===== config.mk =====
export PLATFORM = sky130hd
export DESIGN_NAME = ssi_fifo
export DESIGN_NICKNAME = d
export VERILOG_FILES = /design/src/rtl/segment_segment_intersection_macros.svh /design/src/rtl/ssi_pkg.sv /design/src/rtl/ssi_fifo.sv
export SDC_FILE = /design/constraint.sdc
export NUM_CORES = 1
export LEC_CHECK = 0
export ABC_AREA = 1
export BUFFER_PORTS_ARGS = -buffer_cell sky130_fd_sc_hd__buf_2
export CORE_UTILIZATION = 45
export CTS_CLUSTER_SIZE = 20
export DETAILED_ROUTE_END_ITERATION = 8
export GPL_ROUTABILITY_DRIVEN = 0
export HOLD_SLACK_MARGIN = 0.05
export SLEW_MARGIN = 10
export SYNTH_ARGS = -nofsm -noshare
export SYNTH_HDL_FRONTEND = slang
export SYNTH_SLANG_ARGS = --single-unit

===== constraint.sdc =====
create_clock -name clk_i -period 2.05 [get_ports clk_i]
set_input_delay 0.205 -clock clk_i [delete_from_list [all_inputs] [get_ports clk_i]]
set_output_delay 0.205 -clock clk_i [all_outputs]
set_load 0.03 [all_outputs]

===== src/rtl/segment_segment_intersection_macros.svh =====
// Assertion macros for the segment intersection block
`ifndef SEGMENT_SEGMENT_INTERSECTION_MACROS_SVH
`define SEGMENT_SEGMENT_INTERSECTION_MACROS_SVH

// Same-cycle implication, clocked on clk_i, off during reset
`define SSI_ASSERT_IMPL(lbl, ante, cons, msg) \
  lbl: assert property (@(posedge clk_i) disable iff (!rst_ni) (ante) |-> (cons)) \
    else $error(msg);

// Next-cycle implication, clocked on clk_i, off during reset
`define SSI_ASSERT_NEXT(lbl, ante, cons, msg) \
  lbl: assert property (@(posedge clk_i) disable iff (!rst_ni) (ante) |=> (cons)) \
    else $error(msg);

`endif


===== src/rtl/ssi_pkg.sv =====
// Shared constants for the segment intersection block
`default_nettype none
package ssi_pkg;
  localparam int COORD_BITS_DEF = 16;
  localparam int FRAC_BITS_DEF  = 8;
  localparam int OUT_BITS       = 24;
  localparam int MID_DEPTH      = 4;
  localparam int OUT_DEPTH      = 4;
endpackage
`default_nettype wire


===== src/rtl/ssi_fifo.sv =====
// Small first-word-fall-through queue
`default_nettype none
module ssi_fifo import ssi_pkg::*; #(
  parameter int W     = 8,
  parameter int DEPTH = MID_DEPTH
) (
  input  wire logic         clk_i,
  input  wire logic         rst_ni,
  input  wire logic         push_i,
  input  wire logic [W-1:0] wdata_i,
  input  wire logic         pop_i,
  output logic     [W-1:0]  rdata_o,
  output logic              full_o,
  output logic              empty_o
);
  localparam int AW = $clog2(DEPTH);

  logic [W-1:0] mem_q [DEPTH];
  logic [AW-1:0] wptr_q, rptr_q;
  logic [AW:0]   cnt_q;
  logic          do_push, do_pop;

  assign full_o  = (cnt_q == (AW+1)'(DEPTH));
  assign empty_o = (cnt_q == '0);
  assign do_push = push_i && !full_o;
  assign do_pop  = pop_i && !empty_o;
  assign rdata_o = mem_q[rptr_q];

  always_ff @(posedge clk_i or negedge rst_ni) begin
    if (!rst_ni) begin
      wptr_q <= '0;
      rptr_q <= '0;
      cnt_q  <= '0;
    end else begin
      if (do_push) wptr_q <= wptr_q + 1'b1;
      if (do_pop)  rptr_q <= rptr_q + 1'b1;
      if (do_push && !do_pop) cnt_q <= cnt_q + 1'b1;
      else if (do_pop && !do_push) cnt_q <= cnt_q - 1'b1;
    end
  end

  always_ff @(posedge clk_i) begin
    if (do_push) mem_q[wptr_q] <= wdata_i;
  end
endmodule
`default_nettype wire


==> impl_metrics.json <==
{
  "placed_cells": 226,
  "routedWlPerCell_um": 12.82,
  "rows": 22,
  "wirelength_mm": 3.012,
  "dp_hpwl_mm": 2.031,
  "maxCapViolCount": 0,
  "path_clk_slew_ns": 0.07,
  "period_needed_ns": 1.837,
  "antenna_found_initial": 0,
  "insertion_delay_ns": 0.28,
  "drt_iter0_markers": 44,
  "initial_core_util_pct": 47.01,
  "htreeDepth": 2,
  "leakagePower_nw": 0.9243,
  "via_per_inst": 4.783,
  "startpoint": "cnt_q[0]",
  "reg2reg_setup_slack_ns": 0.21,
  "grt_pass1_vias": 1098,
  "r2r_cells": 10,
  "ir_worst_vdd_mv": 0.6195,
  "synth_cell_types": 16,
  "syn_area_um2": 1734,
  "fmax_ghz": 0.5443,
  "cp-endpoint": "cnt_q[2]",
  "r2r_end": "cnt_q[2]",
  "netlist_instances": 154,
  "grt_overflow_total": 0,
  "crit_type": "flip-flop to flip-flop",
  "seq_area_frac_synth_pct": 65.51,
  "swShare_pct": 42.06,
  "clock_path_buffers": 2,
  "finalCritPeriodShare_pct": 89.62,
  "cp.arrival_ns": 2.01,
  "avgSynthCellArea_um2": 11.26,
  "ys_warn_count": 0,
  "skew_ns": 0.003557,
  "synth_nets": 172,
  "hold_violations": 0,
  "cp-end-kind": "flip-flop",
  "core_area_um2": 3689,
  "synth_largest_area_cell": "edfxtp_1",
  "rsz0062_at_grt": "no",
  "grt_pass1_wl_mm": 5.154,
  "p_per_area_nw_per_um2": 1470,
  "num_vias": 1124,
  "nets": 204,
  "pin_count": 22,
  "status": "finished, final reports clean",
  "synth_top_area_share_pct": 55.41,
  "intPower_mw": 1.706,
  "worstMarginPinSlew_ns": 0.5220,
  "dieArea_um2": 4106,
  "comb_power_share_pct": 43.0,
  "cts_tree": "built",
  "cp_max_fo": 5,
  "drive_above_1_share_pct": 19.79,
  "r2r_start": "cnt_q[0]",
  "fill_cells": 339,
  "finalSetupViolCount": 0,
  "layout_commonest_cell": "nand2_1",
  "die_w_um": 64.08,
  "clock_sinks": 39,
  "synth-seq-cells": 39,
  "hp-class": "primary input to flip-flop",
  "pwr-share-seq_pct": 40.3,
  "drtPass1Iterations": 4,
  "portBuffers": 21,
  "clkPwrFrac_pct": 16.7,
  "post_cts_buffers": 0,
  "die_h_um": 64.08,
  "n_antenna_cell": 0,
  "p_switching_mw": 1.238,
  "critical_path_required_ns": 2.23,
  "slew_violations": 0,
  "startpoint_type": "flip-flop",
  "ant_nets": 0,
  "yosys-top-cells-area": "edfxtp_1 (55%), dfrtp_1 (10%), nand2_1 (8.9%)",
  "slew_headroom_pct": 65.15,
  "grt_start_max_net_pins": 34,
  "cts_made_buffers": 5,
  "mostFrequentLayoutCells": "nand2_1 (41), inv_1 (32), edfxtp_1 (32)",
  "fin_cells": 235,
  "root_buffer": "clkbuf_8",
  "area_growth_pct": 15.51,
  "track_usage_pct": 17.53,
  "drc": 0,
  "fin_tns_setup_ns": 0
}
critical path, cell delays in order, from the launching register on:
cell and delay [ns]:
dfrtp_1 0.42, inv_1 0.10, nand3_1 0.15, nand2_1 0.13
ha_1 0.18, inv_1 0.07, fa_1 0.40, nand2_1 0.10
nand3_1 0.07, nand2_1 0.06, nand2_1 0.05
sequential cells by signal (all words and copies together), names as in the netlist:
signal,count
rptr_q,2
cnt_q,3
wptr_q,2
mem_q,32
power groups by stage:
stage	clock network, mW	registers, mW	logic, mW
after floorplan	0	1.15	0.995
after global placement	0	1.20	1.21
after detailed placement	0	1.20	1.26
after CTS	0.507	1.19	1.28
after global routing	0.551	1.21	1.42
final	0.493	1.19	1.27
timing repair:
item | CTS | global route
endpoints found under the hold margin | 7 | 0
gates resized for setup | 0 | 0
endpoints found under the setup margin | 0 | 0
hold buffers | 1 | 0
cells in the mapped netlist:
master	count
xnor2_1	1
inv_2	2
fa_1	1
buf_6	2
clkbuf_8	1
buf_4	1
edfxtp_1	32
o211ai_1	16
nor2_1	4
o21ai_0	1
dfrtp_1	7
nand2_1	41
nand3_1	7
ha_1	5
inv_1	32
nand4_1	1
worst min-delay path by stage:
stage | from | to | slack, ns | cells after the start
after floorplan | rst_ni | cnt_q[0] | -0.09 | 0
after global placement | rst_ni | rptr_q[0] | 0.05 | 1
after detailed placement | rst_ni | rptr_q[1] | 0.05 | 1
after CTS | wdata_i[7] | mem_q[2][7] | 0.12 | 1
final | wdata_i[7] | mem_q[2][7] | 0.13 | 1
after global routing | wdata_i[7] | mem_q[2][7] | 0.12 | 1
per-layer routing:
layer | up-vias | part of all wire, % | GRT usage, %
li1 | 568 | - | -
met1 | 533 | 48 | 22.66
met2 | 19 | 48 | 26.60
met3 | 4 | 3.5 | 6.071
met4 | 0 | 1.1 | 7.670
met5 | - | 0 | 0
layout make-up:
class | instances | area (µm²) | area share, %
sequential | 39 | 1136 | 56.71
multi-input combinational | 77 | 426.7 | 21.30
timing repair buffer | 29 | 167.7 | 8.370
inverter | 34 | 127.6 | 6.371
clock buffer | 6 | 72.57 | 3.623
tap | 48 | 60.06 | 2.998
clock inverter | 2 | 12.51 | 0.6246
kinds of logic (layout without fill, tap and decap cells):
group / Yosys count / in the layout / share of synthesized area, %
AOI/OAI and AO/OA: 17 / 17 / 7.215
xor gates and xnor gates: 1 / 1 / 0.5051
adders and majority gates: 6 / 6 / 4.762
buffers and inverters: 38 / 71 / 9.885
DFF: 39 / 39 / 65.51
and+or+nand+nor: 53 / 53 / 12.12
through the flow:
| step | setup slack [ns] | utilization (%) | power, mW | hold slack [ns] | area [µm²] |
|---|---|---|---|---|---|
| 2_1_floorplan | 0.3233 | - | 2.145 | -0.09059 | 1734 |
| 3_3_place_gp | 0.3436 | 51.73 | 2.410 | 0.04583 | 1908 |
| 3_5_place_dp | 0.2295 | 51.73 | 2.467 | 0.05130 | 1908 |
| 4_1_cts | 0.2194 | 54.31 | 2.973 | 0.1220 | 2003 |
| 5_1_grt | 0.03743 | 54.31 | 3.181 | 0.1158 | 2003 |
| 6_report | 0.2128 | 54.31 | 2.944 | 0.1312 | 2003 |
No activity file was read; power rests on OpenSTA's default activity.
